$ cat src/hw/rtl/b2bcd_pkg.sv
// Shared constants and controller-to-datapath types for the binary to BCD converter.
`default_nettype none

package b2bcd_pkg;

    localparam int DEF_BIN_WIDTH  = 64;
    localparam int DEF_MAX_DIGITS = 20;
    localparam int VALUE_W        = 64;
    localparam int DIGIT_W        = 4;
    localparam int POS_W          = 5;

    typedef struct packed {
        logic load;
        logic dabble;
        logic emit;
    } t_dp_cmd;

    typedef struct packed {
        logic rest_zero;
    } t_dp_sts;

endpackage

`default_nettype wire

$ cat src/hw/rtl/binary_to_bcd_digits_core.sv
// Top level: binary to BCD digit converter with command-style start/busy handshake.
`default_nettype none

// Converts one unsigned value (low BIN_WIDTH bits of i_value) to decimal and
// sends its digits least significant first, one per cycle on o_strobe, with
// o_last on the most significant digit; zero gives a single digit 0, and at
// most MAX_DIGITS digits are sent. A transfer in takes place when start is high
// and busy is low. The double-dabble datapath consumes one input bit per cycle,
// so conversion steps through all BIN_WIDTH input bits and then sends the
// digits; busy stays high, and no new value is taken, until the last digit is sent. The
// receiver cannot stall: each digit is on the ports for exactly one cycle.
module binary_to_bcd_digits_core
    import b2bcd_pkg::*;
#(
    parameter int BIN_WIDTH  = DEF_BIN_WIDTH,
    parameter int MAX_DIGITS = DEF_MAX_DIGITS
) (
    input  wire logic               i_clk,
    input  wire logic               i_rst_n,
    input  wire logic               start,
    output logic                    busy,
    input  wire logic [VALUE_W-1:0] i_value,
    output logic                    o_strobe,
    output logic      [DIGIT_W-1:0] o_digit,
    output logic      [POS_W-1:0]   o_digit_position,
    output logic                    o_last
);

    t_dp_cmd cmd;
    t_dp_sts sts;

    b2bcd_ctrl #(
        .BIN_WIDTH  (BIN_WIDTH),
        .MAX_DIGITS (MAX_DIGITS)
    ) u_ctrl (
        .i_clk    (i_clk),
        .i_rst_n  (i_rst_n),
        .i_start  (start),
        .i_sts    (sts),
        .o_cmd    (cmd),
        .o_busy   (busy),
        .o_strobe (o_strobe),
        .o_pos    (o_digit_position),
        .o_last   (o_last)
    );

    b2bcd_dp #(
        .BIN_WIDTH (BIN_WIDTH)
    ) u_dp (
        .i_clk   (i_clk),
        .i_value (i_value),
        .i_cmd   (cmd),
        .o_sts   (sts),
        .o_digit (o_digit)
    );

    a_start_takes: assert property (@(posedge i_clk) disable iff (!i_rst_n)
        start && !busy |=> busy && !o_strobe)
        else $error("transfer in did not start a conversion");

    a_digit_range: assert property (@(posedge i_clk) disable iff (!i_rst_n)
        o_strobe |-> o_digit <= DIGIT_W'(9))
        else $error("digit out of decimal range");

    a_pos_advance: assert property (@(posedge i_clk) disable iff (!i_rst_n)
        o_strobe && !o_last |=> o_strobe &&
            o_digit_position == POS_W'($past(o_digit_position) + POS_W'(1)))
        else $error("digit run broken or position skipped");

    a_end_on_last: assert property (@(posedge i_clk) disable iff (!i_rst_n)
        o_strobe && o_last |=> !busy && !o_strobe)
        else $error("block stayed busy after last digit");

endmodule

`default_nettype wire

$ cat src/hw/rtl/b2bcd_dp.sv
// Datapath: binary shift register, BCD digit register with add-3 correction and digit unload.
`default_nettype none

module b2bcd_dp
    import b2bcd_pkg::*;
#(
    parameter int BIN_WIDTH = DEF_BIN_WIDTH
) (
    input  wire logic               i_clk,
    input  wire logic [VALUE_W-1:0] i_value,
    input  wire t_dp_cmd            i_cmd,
    output t_dp_sts                 o_sts,
    output logic      [DIGIT_W-1:0] o_digit
);

    localparam int NDIG  = (BIN_WIDTH * 31) / 100 + 1;
    localparam int BCD_W = NDIG * DIGIT_W;

    logic [BIN_WIDTH-1:0] r_bin;
    logic [BIN_WIDTH-1:0] n_bin;
    logic [BCD_W-1:0]     r_bcd;
    logic [BCD_W-1:0]     n_bcd;
    logic [BCD_W-1:0]     adj;

    always_comb begin
        for (int k = 0; k < NDIG; k++) begin
            if (r_bcd[k*DIGIT_W +: DIGIT_W] >= DIGIT_W'(5)) begin
                adj[k*DIGIT_W +: DIGIT_W] = r_bcd[k*DIGIT_W +: DIGIT_W] + DIGIT_W'(3);
            end else begin
                adj[k*DIGIT_W +: DIGIT_W] = r_bcd[k*DIGIT_W +: DIGIT_W];
            end
        end
    end

    always_comb begin
        n_bin = r_bin;
        n_bcd = r_bcd;
        if (i_cmd.load) begin
            n_bin = i_value[BIN_WIDTH-1:0];
            n_bcd = '0;
        end else if (i_cmd.dabble) begin
            n_bin = {r_bin[BIN_WIDTH-2:0], 1'b0};
            n_bcd = {adj[BCD_W-2:0], r_bin[BIN_WIDTH-1]};
        end else if (i_cmd.emit) begin
            n_bcd = {{DIGIT_W{1'b0}}, r_bcd[BCD_W-1:DIGIT_W]};
        end
    end

    always_ff @(posedge i_clk) begin
        r_bin <= n_bin;
        r_bcd <= n_bcd;
    end

    assign o_digit         = r_bcd[DIGIT_W-1:0];
    assign o_sts.rest_zero = (r_bcd[BCD_W-1:DIGIT_W] == '0);

endmodule

`default_nettype wire

$ cat src/hw/rtl/b2bcd_ctrl.sv
// Controller: sequences load, one conversion step per input bit, then digit unload.
`default_nettype none

module b2bcd_ctrl
    import b2bcd_pkg::*;
#(
    parameter int BIN_WIDTH  = DEF_BIN_WIDTH,
    parameter int MAX_DIGITS = DEF_MAX_DIGITS
) (
    input  wire logic             i_clk,
    input  wire logic             i_rst_n,
    input  wire logic             i_start,
    input  wire t_dp_sts          i_sts,
    output t_dp_cmd               o_cmd,
    output logic                  o_busy,
    output logic                  o_strobe,
    output logic      [POS_W-1:0] o_pos,
    output logic                  o_last
);

    localparam int CNT_W = $clog2(BIN_WIDTH);

    typedef enum logic [2:0] {
        S_IDLE = 3'b001,
        S_CONV = 3'b010,
        S_EMIT = 3'b100
    } t_state;

    t_state           r_state;
    t_state           n_state;
    logic [CNT_W-1:0] r_cnt;
    logic [CNT_W-1:0] n_cnt;
    logic [POS_W-1:0] r_pos;
    logic [POS_W-1:0] n_pos;
    logic             last;

    assign last = i_sts.rest_zero || (r_pos == POS_W'(MAX_DIGITS - 1));

    always_comb begin
        n_state = r_state;
        n_cnt   = r_cnt;
        n_pos   = r_pos;
        o_cmd   = '0;
        case (r_state)
            S_IDLE: begin
                if (i_start) begin
                    o_cmd.load = 1'b1;
                    n_cnt      = '0;
                    n_pos      = '0;
                    n_state    = S_CONV;
                end
            end
            S_CONV: begin
                o_cmd.dabble = 1'b1;
                n_cnt        = r_cnt + CNT_W'(1);
                if (r_cnt == CNT_W'(BIN_WIDTH - 1)) begin
                    n_state = S_EMIT;
                end
            end
            S_EMIT: begin
                o_cmd.emit = 1'b1;
                n_pos      = r_pos + POS_W'(1);
                if (last) begin
                    n_state = S_IDLE;
                end
            end
            default: begin
                n_state = S_IDLE;
            end
        endcase
    end

    always_ff @(posedge i_clk) begin
        if (!i_rst_n) begin
            r_state <= S_IDLE;
            r_cnt   <= '0;
            r_pos   <= '0;
        end else begin
            r_state <= n_state;
            r_cnt   <= n_cnt;
            r_pos   <= n_pos;
        end
    end

    assign o_busy   = (r_state != S_IDLE);
    assign o_strobe = (r_state == S_EMIT);
    assign o_pos    = r_pos;
    assign o_last   = last;

endmodule

`default_nettype wire
$ cat config.mk
export PLATFORM = sky130hd
export DESIGN_NAME = binary_to_bcd_digits_core
export DESIGN_NICKNAME = d
export VERILOG_FILES = /design/src/hw/rtl/b2bcd_pkg.sv /design/src/hw/rtl/binary_to_bcd_digits_core.sv /design/src/hw/rtl/b2bcd_dp.sv /design/src/hw/rtl/b2bcd_ctrl.sv
export SDC_FILE = /design/constraint.sdc
export NUM_CORES = 1
export LEC_CHECK = 0
export ABC_AREA = 1
export BUFFER_PORTS_ARGS = -buffer_cell sky130_fd_sc_hd__buf_4
export CORE_ASPECT_RATIO = 0.8
export CORE_MARGIN = 2
export CORE_UTILIZATION = 37
export CTS_CLUSTER_SIZE = 16
export DETAILED_ROUTE_END_ITERATION = 10
export PLACE_DENSITY_LB_ADDON = 0.15
export SLEW_MARGIN = 10
export SYNTH_ARGS = -nofsm -noshare
export SYNTH_HDL_FRONTEND = slang
export SYNTH_SLANG_ARGS = --single-unit
export TNS_END_PERCENT = 20
$ cat constraint.sdc
create_clock -name i_clk -period 4 [get_ports i_clk]
set_clock_uncertainty 0.2 [all_clocks]
set_input_delay 1.2 -clock i_clk [delete_from_list [all_inputs] [get_ports i_clk]]
set_output_delay 1.2 -clock i_clk [all_outputs]
set_load 0.005 [all_outputs]
# Word-level counts from Yosys, hierarchy flattened

Index checks and enable logic that the tools add are counted.

Output and inout bits: 12
Bits in registers: 158
Word-level logic and storage cells: 101
Bits of input ports: 67

Eq/ne operators: 9
Muxes and demuxes: 36
Add/sub/neg operators: 22
Reduce and logical (&&, ||, !) cells: 9
$lt $le $gt $ge: 20

Operators by type and width:

| operator                                                          | count |
|---|---|
| two-way mux 80 bit                                                | 2 |
| two-way mux 64 bit                                                | 2 |
| greater-or-equal comparator 4 x 3 -> 1 bit, second input constant | 20 |
| adder 4 x 2 -> 4 bit, second input constant                       | 19 |
| zero test 76 bit                                                  | 1 |
| two-way mux 4 bit                                                 | 19 |
| two-way mux 3 bit                                                 | 4 |
| case mux 6 bit (2 select lines)                                   | 1 |
| case mux 5 bit (2 select lines)                                   | 1 |
| case mux 3 bit (3 select lines)                                   | 1 |
| nonzero test 2 bit                                                | 4 |
| adder 6 x 1 -> 6 bit, second input constant                       | 1 |
| == test 6 bit, second input constant                              | 1 |
| two-way mux 6 bit                                                 | 1 |
| adder 5 x 1 -> 5 bit, second input constant                       | 1 |
| == test 5 bit, second input constant                              | 1 |
| two-way mux 5 bit                                                 | 1 |
| two-way mux 1 bit                                                 | 4 |
| inequality test 2 x 1 -> 1 bit, second input constant             | 2 |
| AND reduction 2 bit                                               | 2 |
| adder 3 x 2 -> 3 bit, second input constant                       | 1 |
| == test 3 x 1 -> 1 bit, second input constant                     | 1 |
| == test 3 x 2 -> 1 bit, second input constant                     | 1 |
| == test 3 bit, second input constant                              | 1 |
| 4 further kinds                                                   | 4 |

# Depth between registers and ports, before layout

Gate-level depths: netlist of run 1.

Depth in word-level cells: 4
Gate-level depth with buffers: 13
Gate-level depth less buffers: 13

# Cells and area by module

From an unflattened synthesis of run 1, not the netlist that was laid out.

Cell total of the unflattened synthesis: 1300
Area total of the unflattened synthesis: 9489.1 um^2

Modules (own cells, without submodules):

| module     | area an instance (um^2) | seq. area each (um^2) | times used | cells an instance |
|---|---|---|---|---|
| b2bcd_dp   | 8708.4                  | 3523.4                | 1          | 1191 |
| b2bcd_ctrl | 780.7                   | 280.3                 | 1          | 109 |

# Least setup slack after synthesis of run 1

OpenSTA, ideal clock, no wires.

Path type: input to register
Start point: input port start
End point: register u_ctrl.r_cnt[5]
Data required time: 3691 ps
Arrival time: 3162 ps
Setup slack: 529 ps
Cell stages on the path: 7
Path buffers: 0
Library setup time: 109 ps
Cell sequence: nand4_4 nand2_1 inv_2 nand2_1 o21ai_0 nand2_1 inv_1

Word-level cells in the longest chain between the ends: 2

RTL lines:

| item                                   | RTL line                        | RTL |
|---|---|---|
| from (decl)                            | binary_to_bcd_digits_core.sv:20 | `input wire logic start,` |
| inequality test 2 bit (no source line) | -                               |  |
| AND reduction 2 bit (no source line)   | -                               |  |
| to (signal assigned)                   | b2bcd_ctrl.sv:80                | `r_cnt <= n_cnt;` |
| to (decl)                              | b2bcd_ctrl.sv:31                | `logic [CNT_W-1:0] r_cnt;` |

Every way passes these cells.
A chain may end at the register's enable or synchronous reset.

# Worst setup path after layout of run 1

Start point: register u_dp.r_bcd[40]
End point: output port o_last

Word-level cells in the longest chain between the ends: 2

RTL lines:

| item                   | RTL line                        | RTL |
|---|---|---|
| from (decl)            | b2bcd_dp.sv:21                  | `logic [BCD_W-1:0] r_bcd;` |
| from (signal assigned) | b2bcd_dp.sv:51                  | `r_bcd <= n_bcd;` |
| zero test 76 bit       | b2bcd_dp.sv:55                  | `assign o_sts.rest_zero = (r_bcd[BCD_W-1:DIGIT_W] == '0);` |
| logical OR 1 bit       | b2bcd_ctrl.sv:37                | `assign last = i_sts.rest_zero \|\| (r_pos == POS_W'(MAX_DIGITS - 1));` |
| to (decl)              | binary_to_bcd_digits_core.sv:26 | `output logic o_last` |

Every way passes these cells.

==> impl_table.tex, run 1 <==
\begin{tabular}{lr}
\hline
Metric & Value \\
\hline
\multicolumn{2}{l}{\textbf{Synthesis}} \\
Largest cells by area after synthesis & sky130\_fd\_sc\_hd\_\_edfxtp\_1 (21\%), sky130\_fd\_sc\_hd\_\_dfxtp\_1 (21\%), sky130\_fd\_sc\_hd\_\_nand2\_1 (11\%) \\
Post-Syn Area per Cell & 7.91 sq um \\
Gate count after technology mapping & 1154 \\
Share of Yosys cell area claimed by the top area cell type & 21.1\% \\
Top FF cell, synth & sky130\_fd\_sc\_hd\_\_dfxtp\_1 \\
\#FFs+latches synth & 158 \\
Sequential element share of the synthesized area & 41.7\% \\
Number of distinct library cells after synthesis & 42 \\
Summed instance area of the synthesized netlist & 0.00912 sq mm \\
Net count after synthesis & 1281 \\
Share of synthesized registers carrying an async set or reset & 0\% \\
Post-synth EDFFs & 64 \\
Post-synthesis cell type with the largest combined area & sky130\_fd\_sc\_hd\_\_edfxtp\_1 \\
Count of yosys warnings during synthesis & 0 \\
\multicolumn{2}{l}{\textbf{Global routing}} \\
Gr usage total & 17.6\% \\
Global-route wire length before repair & 37.0 mm \\
Maximum number of pins on one net before global-route repair & 113 \\
Vias in the first global route & 7090 \\
Initial antenna violation count & 0 \\
Total congestion overflow after global routing & 0 \\
\multicolumn{2}{l}{\textbf{Place}} \\
Routability Congestion & 0.790 \\
Pre-CTS setup slack & 0.811 ns \\
Input/output buffers & 78 \\
Final HPWL from detailed placement & 14.0 mm \\
\multicolumn{2}{l}{\textbf{Hold path}} \\
Number of instances on the worst hold path & 2 \\
Hold path endpoint & u\_ctrl.r\_cnt[4]\$\_SDFFE\_PN0P\_ \\
Hold WC Path Type & flop to flop \\
Hold\_sp & u\_ctrl.r\_cnt[4]\$\_SDFFE\_PN0P\_ \\
\multicolumn{2}{l}{\textbf{Setup path}} \\
Required time of the critical path & 2.60 ns \\
Max Fanout on Critical Path & 6 \\
Setup CP Type & flop to output port \\
Launching point of the worst reg2reg path & u\_ctrl.r\_state[0]\$\_SDFFE\_PN1P\_ \\
Startpoint type of the worst setup path & flop \\
Arrival @ worst endpoint & 1.91 ns \\
Nature of the critical path endpoint & output port \\
Register-to-Register Setup Slack & 1.37 ns \\
Cell depth of the worst flop-to-flop path & 6 \\
RR Endpoint & u\_dp.r\_bcd[22]\$\_SDFFE\_PP0P\_ \\
\multicolumn{2}{l}{\textbf{Clock tree}} \\
Number of buffers between clock root and the deepest sink & 2 \\
Post-CTS Setup Repair Bufs & 0 \\
CTS H-tree depth & 4 \\
Root buffer cell & sky130\_fd\_sc\_hd\_\_clkbuf\_16 \\
Total number of clock tree sinks & 158 \\
TritonCTS clock tree & done \\
Clock latency of the later-clocked register in the worst-skew pair & 0.43 ns \\
Number of buffers created by CTS & 17 \\
\# resized after CTS & 0 \\
Clk pin slew, worst setup/hold paths & 0.06 ns \\
Number of buffers inserted by hold repair at cts & 0 \\
\multicolumn{2}{l}{\textbf{Timing}} \\
\# setup viols final & 0 \\
Final number of max-transition violations & 0 \\
RSZ-0062 raised after global routing & no \\
Period utilization & 82.7\% \\
Hold violation count in the final report & 0 \\
Relative max-transition margin & 24.1\% \\
Upper clock frequency limit & 302 MHz \\
Actual transition at the worst max-transition pin & 1.14 ns \\
Worst-case setup margin in the final layout & 0.691 ns \\
Minimum period implied by the final worst setup slack & 3.31 ns \\
Setup tns final & 0 ns \\
\multicolumn{2}{l}{\textbf{Detailed routing}} \\
Antenna-violating nets left & 0 \\
Routed len/inst & 14.8 um \\
Detailed-route vias per instance & 5.05 \\
Wire length after detailed routing & 22.6 mm \\
Remaining DRCs & 0 \\
Drt pass-1 iters & 5 \\
First-iteration detailed-routing DRC count & 647 \\
Vias post-DR & 7719 \\
\multicolumn{2}{l}{\textbf{Layout}} \\
Number of nets in the layout & 1326 \\
Share of cells above drive strength 1 & 11.5\% \\
Area growth from synthesis to layout & 13.6\% \\
Layout filler cell count & 2477 \\
Combined flip-flop and latch cell area & 0.00380 sq mm \\
Multi-input gate area & 0.00454 sq mm \\
Ant. Diodes & 0 \\
\multicolumn{2}{l}{\textbf{Pwr}} \\
Total net switching power & 1.59 mW \\
Pint & 3.36 mW \\
Comb pwr share & 23.1\% \\
Worst vdd ir & 0.277 mV \\
Ratio of total power to cell area & 478 mW/mm\^{}2 \\
Part of the power in the clock network & 33.1\% \\
Cell leakage power & 4.25 nW \\
Switching Fraction & 32.0\% \\
Reg power frac & 43.8\% \\
\multicolumn{2}{l}{\textbf{Outcome}} \\
Outcome & finished clean \\
\multicolumn{2}{l}{\textbf{Job}} \\
Maximum Capacitance Violations & 0 \\
\multicolumn{2}{l}{\textbf{Floorplan}} \\
Number of ports placed on the die boundary & 79 \\
Initial cell density of the core & 37.5\% \\
Full die area & 0.0259 sq mm \\
Core Region & 0.0243 sq mm \\
Overall die height & 144 um \\
Die width & 180 um \\
Number of placement rows & 51 \\
\hline
\end{tabular}
-- logic make-up (layout without fill, tap and decap cells) --
group,after synthesis,after routing,share of synthesized area [%]
xor gates and xnor gates,37,37,3.55
adders and majority gates,60,60,8.23
DFF,158,158,41.7
buffers and inverters,162,219,8.63
AOI/OAI and AO/OA,333,333,20.0
and+or+nand+nor,404,404,18.0
-- power groups by stage --
stage	Combinational, mW	Clock [mW]	Sequential, mW
floorplan	0.860	0	2.13
global placement	1.13	0	2.19
global route	1.33	1.76	2.20
finish	1.14	1.64	2.17
detailed placement	1.14	0	2.19
CTS	1.15	1.68	2.16
-- worst max-delay path, stage by stage (launching register included) --
cell and delay [ns]:
sky130_fd_sc_hd__dfxtp_1 0.50, sky130_fd_sc_hd__inv_1 0.12, sky130_fd_sc_hd__ha_1 0.22, sky130_fd_sc_hd__nand2_1 0.05
sky130_fd_sc_hd__inv_1 0.03, sky130_fd_sc_hd__nand2_1 0.06, sky130_fd_sc_hd__nor2_1 0.05, sky130_fd_sc_hd__nand2_1 0.05
sky130_fd_sc_hd__nor2_1 0.04, sky130_fd_sc_hd__nand2_1 0.16, sky130_fd_sc_hd__nand2_1 0.07, sky130_fd_sc_hd__buf_4 0.14
-- registers in the layout, summed over array words and instances (netlist names) --
signal,cells
u_dp.r_bcd,80
u_ctrl.r_state,3
u_dp.r_bin,64
u_ctrl.r_cnt,6
u_ctrl.o_pos,5
-- metrics by stage --
step	power, mW	cell area, sq um	hold WS [ns]	utilization, %	cells
after floorplan	2.99	9120	0.261	-	1154
after global placement	3.32	9790	0.288	40.3	1498
after detailed placement	3.34	9790	0.290	40.3	1498
after CTS	5.00	10400	0.300	42.6	1529
after global routing	5.29	10400	0.311	42.6	1529
final	4.95	10400	0.296	42.6	1529
-- Yosys cell counts (17+ instances only) --
cell and instances:
sky130_fd_sc_hd__xor2_1 36, sky130_fd_sc_hd__edfxtp_1 64, sky130_fd_sc_hd__buf_2 23, sky130_fd_sc_hd__ha_1 60, sky130_fd_sc_hd__dfxtp_1 94, sky130_fd_sc_hd__a21oi_1 107
sky130_fd_sc_hd__o21ai_1 31, sky130_fd_sc_hd__inv_1 97, sky130_fd_sc_hd__nand2_1 272, sky130_fd_sc_hd__nand3_1 38, sky130_fd_sc_hd__nor2_1 79, sky130_fd_sc_hd__buf_4 17
sky130_fd_sc_hd__o21ai_0 150
-- cells in the final DEF (no fill, tap or decap), types with 2 or more instances in the layout --
master | synthesis | final
sky130_fd_sc_hd__o21a_1 | 8 | 8
sky130_fd_sc_hd__nor2_1 | 79 | 79
sky130_fd_sc_hd__a221oi_2 | 2 | 2
sky130_fd_sc_hd__nand3_1 | 38 | 38
sky130_fd_sc_hd__clkbuf_1 | 6 | 2
sky130_fd_sc_hd__a211oi_1 | 3 | 3
sky130_fd_sc_hd__nand4_1 | 4 | 4
sky130_fd_sc_hd__nand2_1 | 272 | 271
sky130_fd_sc_hd__buf_4 | 17 | 82
sky130_fd_sc_hd__o311ai_0 | 8 | 8
sky130_fd_sc_hd__inv_1 | 97 | 97
sky130_fd_sc_hd__buf_12 | 0 | 2
sky130_fd_sc_hd__inv_2 | 5 | 5
sky130_fd_sc_hd__xor2_1 | 36 | 36
sky130_fd_sc_hd__o221ai_1 | 2 | 2
sky130_fd_sc_hd__bufinv_16 | 0 | 3
sky130_fd_sc_hd__o21ai_0 | 150 | 150
sky130_fd_sc_hd__clkbuf_16 | 0 | 17
sky130_fd_sc_hd__nand2_2 | 1 | 2
sky130_fd_sc_hd__nand3b_1 | 2 | 2
sky130_fd_sc_hd__a22oi_1 | 5 | 5
sky130_fd_sc_hd__a31oi_1 | 2 | 2
sky130_fd_sc_hd__clkinv_1 | 1 | 3
sky130_fd_sc_hd__a21oi_2 | 11 | 11
sky130_fd_sc_hd__o21ai_1 | 31 | 31
sky130_fd_sc_hd__edfxtp_1 | 64 | 64
sky130_fd_sc_hd__clkinvlp_4 | 0 | 4
sky130_fd_sc_hd__nand2_4 | 2 | 2
sky130_fd_sc_hd__ha_1 | 60 | 60
sky130_fd_sc_hd__dfxtp_1 | 94 | 94
sky130_fd_sc_hd__a21oi_1 | 107 | 107
-- how the worst max path moves through the flow --
stage | from | end | slack, ns
5_1_grt | u_dp.r_bcd[31]$_SDFFE_PP0P_ | o_last | 0.52
2_1_floorplan | start | u_ctrl.r_cnt[5]$_SDFFE_PN0P_ | 0.53
3_5_place_dp | start | u_dp.r_bin[14]$_DFFE_PP_ | 0.81
4_1_cts | u_dp.r_bcd[40]$_SDFFE_PP0P_ | o_last | 0.67
3_3_place_gp | start | u_dp.r_bin[17]$_DFFE_PP_ | 0.81
6_report | u_dp.r_bcd[40]$_SDFFE_PP0P_ | o_last | 0.69
-- per-layer routing --
layer	global-route usage, %	routed length (um)	vias to the layer above
met5	0	0	-
met4	3.59	131	0
met3	3.53	866	7
met2	26.7	9870	142
met1	25.9	11800	3634
li1	-	-	3936
-- cell type report --
type | count | area share [%]
Timing Repair Buffer | 84 | 6.33
Inverter | 104 | 3.79
Multi-Input combinational cell | 834 | 43.8
Clock buffer | 19 | 4.18
Sequential cell | 158 | 36.7
Tap cell | 318 | 3.84
Clock inverter | 12 | 1.41
(Power assumes the default switching activity.)
==> run 2: changes to the inputs <==
- clock period: 4 -> 3.06 ns (I/O delays scaled with it)
==> impl_table.tex, run 2 (synthesis results as in run 1) <==
\begin{tabular}{lr}
\hline
Metric & Value \\
\hline
\multicolumn{2}{l}{\textbf{Hold path}} \\
Hold WC Path Type & flop to flop \\
Number of instances on the worst hold path & 2 (unchanged) \\
Hold\_sp & u\_ctrl.r\_cnt[4]\$\_SDFFE\_PN0P\_ \\
Hold path endpoint & u\_ctrl.r\_cnt[4]\$\_SDFFE\_PN0P\_ \\
\multicolumn{2}{l}{\textbf{Setup path}} \\
Required time of the critical path & 1.94 ns (-0.66 ns) \\
Setup CP Type & flop to output port \\
Register-to-Register Setup Slack & 0.99 ns (-0.38 ns) \\
Max Fanout on Critical Path & 6 (unchanged) \\
Nature of the critical path endpoint & output port \\
RR Endpoint & u\_dp.r\_bcd[78]\$\_SDFFE\_PP0P\_ \\
Arrival @ worst endpoint & 1.84 ns (-0.07 ns) \\
Launching point of the worst reg2reg path & u\_ctrl.r\_state[0]\$\_SDFFE\_PN1P\_ \\
Cell depth of the worst flop-to-flop path & 7 (+1) \\
Startpoint type of the worst setup path & flop \\
\multicolumn{2}{l}{\textbf{Global routing}} \\
Gr usage total & 17.5\% (-0.085 points) \\
Vias in the first global route & 7029 (-0.86\%) \\
Maximum number of pins on one net before global-route repair & 104 (-8.0\%) \\
Initial antenna violation count & 0 (unchanged) \\
Total congestion overflow after global routing & 0 (unchanged) \\
Global-route wire length before repair & 36.6 mm (-1.1\%) \\
\multicolumn{2}{l}{\textbf{Outcome}} \\
Outcome & finished clean \\
\multicolumn{2}{l}{\textbf{Timing}} \\
Relative max-transition margin & 50.5\% (+26 points) \\
Hold violation count in the final report & 0 (unchanged) \\
Period utilization & 96.7\% \\
Final number of max-transition violations & 0 (unchanged) \\
Actual transition at the worst max-transition pin & 0.741 ns (-0.397 ns) \\
RSZ-0062 raised after global routing & no \\
\# setup viols final & 0 (unchanged) \\
Minimum period implied by the final worst setup slack & 2.96 ns \\
Setup tns final & 0 ns (unchanged) \\
Upper clock frequency limit & 338 MHz \\
\multicolumn{2}{l}{\textbf{Layout}} \\
Flip-flop count of the largest register after layout & 80 (unchanged) \\
Combined flip-flop and latch cell area & 0.00381 sq mm (about the same) \\
Top library cells by usage in the layout, fill and taps aside & sky130\_fd\_sc\_hd\_\_nand2\_1 (270), sky130\_fd\_sc\_hd\_\_o21ai\_0 (150), sky130\_fd\_sc\_hd\_\_a21oi\_1 (107) \\
Share of cells above drive strength 1 & 12.6\% (+1.1 points) \\
Layout filler cell count & 2420 (-2.3\%) \\
Ant. Diodes & 0 (unchanged) \\
Number of nets in the layout & 1332 (+0.45\%) \\
Final standard cell area without fillers & 0.0105 sq mm (+0.94\%) \\
Largest register by flop count & u\_dp.r\_bcd \\
Top Registers & u\_dp.r\_bcd: 80 flops, u\_dp.r\_bin: 64 flops, u\_ctrl.r\_cnt: 6 flops \\
Multi-input gate area & 0.00456 sq mm (+0.50\%) \\
Area growth from synthesis to layout & 14.7\% \\
Leading cell type in the layout, fill and taps excluded & sky130\_fd\_sc\_hd\_\_nand2\_1 \\
\multicolumn{2}{l}{\textbf{Clock tree}} \\
Number of buffers between clock root and the deepest sink & 2 (unchanged) \\
TritonCTS clock tree & done \\
Number of buffers created by CTS & 17 (unchanged) \\
Clock latency of the later-clocked register in the worst-skew pair & 0.43 ns (about the same) \\
Post-CTS Setup Repair Bufs & 0 (unchanged) \\
CTS H-tree depth & 4 (unchanged) \\
Root buffer cell & sky130\_fd\_sc\_hd\_\_clkbuf\_16 \\
Total number of clock tree sinks & 158 (unchanged) \\
Clk pin slew, worst setup/hold paths & 0.06 ns (about the same) \\
\multicolumn{2}{l}{\textbf{Pwr}} \\
Pint & 4.42 mW (+31\%) \\
Part of the power in the clock network & 33.0\% (about the same) \\
Switching Fraction & 32.2\% (+0.15 points) \\
Worst vdd ir & 0.373 mV (+35\%) \\
Ratio of total power to cell area & 623 mW/mm\^{}2 (+31\%) \\
Reg power frac & 43.3\% (-0.5 points) \\
Cell leakage power & 4.29 nW (+0.89\%) \\
Comb pwr share & 23.7\% (+0.6 points) \\
Total net switching power & 2.10 mW (+32\%) \\
\multicolumn{2}{l}{\textbf{Detailed routing}} \\
First-iteration detailed-routing DRC count & 560 (-13\%) \\
Wire length after detailed routing & 22.7 mm (+0.37\%) \\
Remaining DRCs & 0 (unchanged) \\
Antenna-violating nets left & 0 (unchanged) \\
Drt pass-1 iters & 5 (unchanged) \\
Detailed-route vias per instance & 5.02 (-0.64\%) \\
Vias post-DR & 7705 (-0.18\%) \\
Routed len/inst & 14.8 um (about the same) \\
\multicolumn{2}{l}{\textbf{Floorplan}} \\
Die width & 180 um (unchanged) \\
Core Region & 0.0243 sq mm (unchanged) \\
Overall die height & 144 um (unchanged) \\
Number of placement rows & 51 (unchanged) \\
Full die area & 0.0259 sq mm (unchanged) \\
Number of ports placed on the die boundary & 79 (unchanged) \\
Initial cell density of the core & 37.5\% (unchanged) \\
\multicolumn{2}{l}{\textbf{Place}} \\
Placed Instance Area & 0.00986 sq mm (+0.72\%) \\
Final HPWL from detailed placement & 14.7 mm (+5.0\%) \\
Input/output buffers & 78 (unchanged) \\
Routability Congestion & 0.805 (+1.9\%) \\
\multicolumn{2}{l}{\textbf{Job}} \\
Maximum Capacitance Violations & 0 (unchanged) \\
\hline
\end{tabular}
run 2: cell types whose count changed in the layout (fill, tap and decap cells not counted), sizes merged:
cell / change
clkbuf: +1
buf: +6
run 2: power by group through the flow:
stage	Combinational (mW)	Sequential, mW	Clock (mW)
after global placement	1.53	2.85	0
final	1.55	2.82	2.15
after CTS	1.54	2.82	2.20
after floorplan	1.12	2.78	0
after global routing	1.78	2.86	2.31
after detailed placement	1.53	2.86	0
run 2: timing repair:
| action | CTS | global route |
|---|---|---|
| hold buffers | 0 | 0 |
| resized for setup | 0 | 10 |
| endpoints found under the setup margin | 0 | 1 |
run 2: layout make-up:
type | count | area share (%)
Clock inverter | 12 | 1.39
Sequential cell | 158 | 36.4
Tap cell | 318 | 3.80
Inverter | 104 | 3.76
Clock buffer | 20 | 4.17
Timing Repair Buffer | 90 | 6.94
Multi-Input combinational cell | 834 | 43.6
run 2: worst max path at each step:
stage                                      from                            to  slack (ns)  cells past startpoint
finish               u_dp.r_bcd[4]$_SDFFE_PP0P_                        o_last         0.1                      9
floorplan                                 start  u_ctrl.r_cnt[5]$_SDFFE_PN0P_        0.49                      7
CTS                 u_dp.r_bcd[32]$_SDFFE_PP0P_                        o_last        0.06                      8
global route        u_dp.r_bcd[68]$_SDFFE_PP0P_                        o_last       0.002                      9
detailed placement  u_dp.r_bcd[28]$_SDFFE_PP0P_                        o_last        0.54                      9
global placement    u_dp.r_bcd[32]$_SDFFE_PP0P_                        o_last        0.54                      8
run 2: routing by layer:
metal | vias to the layer above | part of all wire [%] | wire length, um | global-route usage [%]
met4 | 0 | 0.89 | 201 | 4.84
met3 | 14 | 3.7 | 842 | 2.90
li1 | 3945 | - | - | -
met2 | 139 | 43 | 9790 | 25.4
met1 | 3607 | 52 | 11900 | 26.6
met5 | - | 0 | 0 | 0
run 2: metrics by stage:
step | hold slack (ns) | std cells | power, mW | util [%] | worst slack [ns]
6_report | 0.292 | 1536 | 6.52 | 43.0 | 0.0998
5_1_grt | 0.329 | 1536 | 6.95 | 43.0 | 0.00198
4_1_cts | 0.295 | 1536 | 6.56 | 42.9 | 0.0580
3_5_place_dp | 0.286 | 1504 | 4.39 | 40.5 | 0.540
3_3_place_gp | 0.283 | 1504 | 4.38 | 40.5 | 0.541
2_1_floorplan | 0.261 | 1154 | 3.91 | - | 0.492
run 2: critical path: stages (launching register included):
cell and delay [ns]:
sky130_fd_sc_hd__dfxtp_1 0.37, sky130_fd_sc_hd__inv_1 0.13, sky130_fd_sc_hd__ha_4 0.17, sky130_fd_sc_hd__nand2_1 0.09
sky130_fd_sc_hd__nor2_1 0.11, sky130_fd_sc_hd__nand3b_1 0.15, sky130_fd_sc_hd__nor2_2 0.12, sky130_fd_sc_hd__nand2_2 0.09
sky130_fd_sc_hd__nand2_1 0.07, sky130_fd_sc_hd__buf_4 0.10
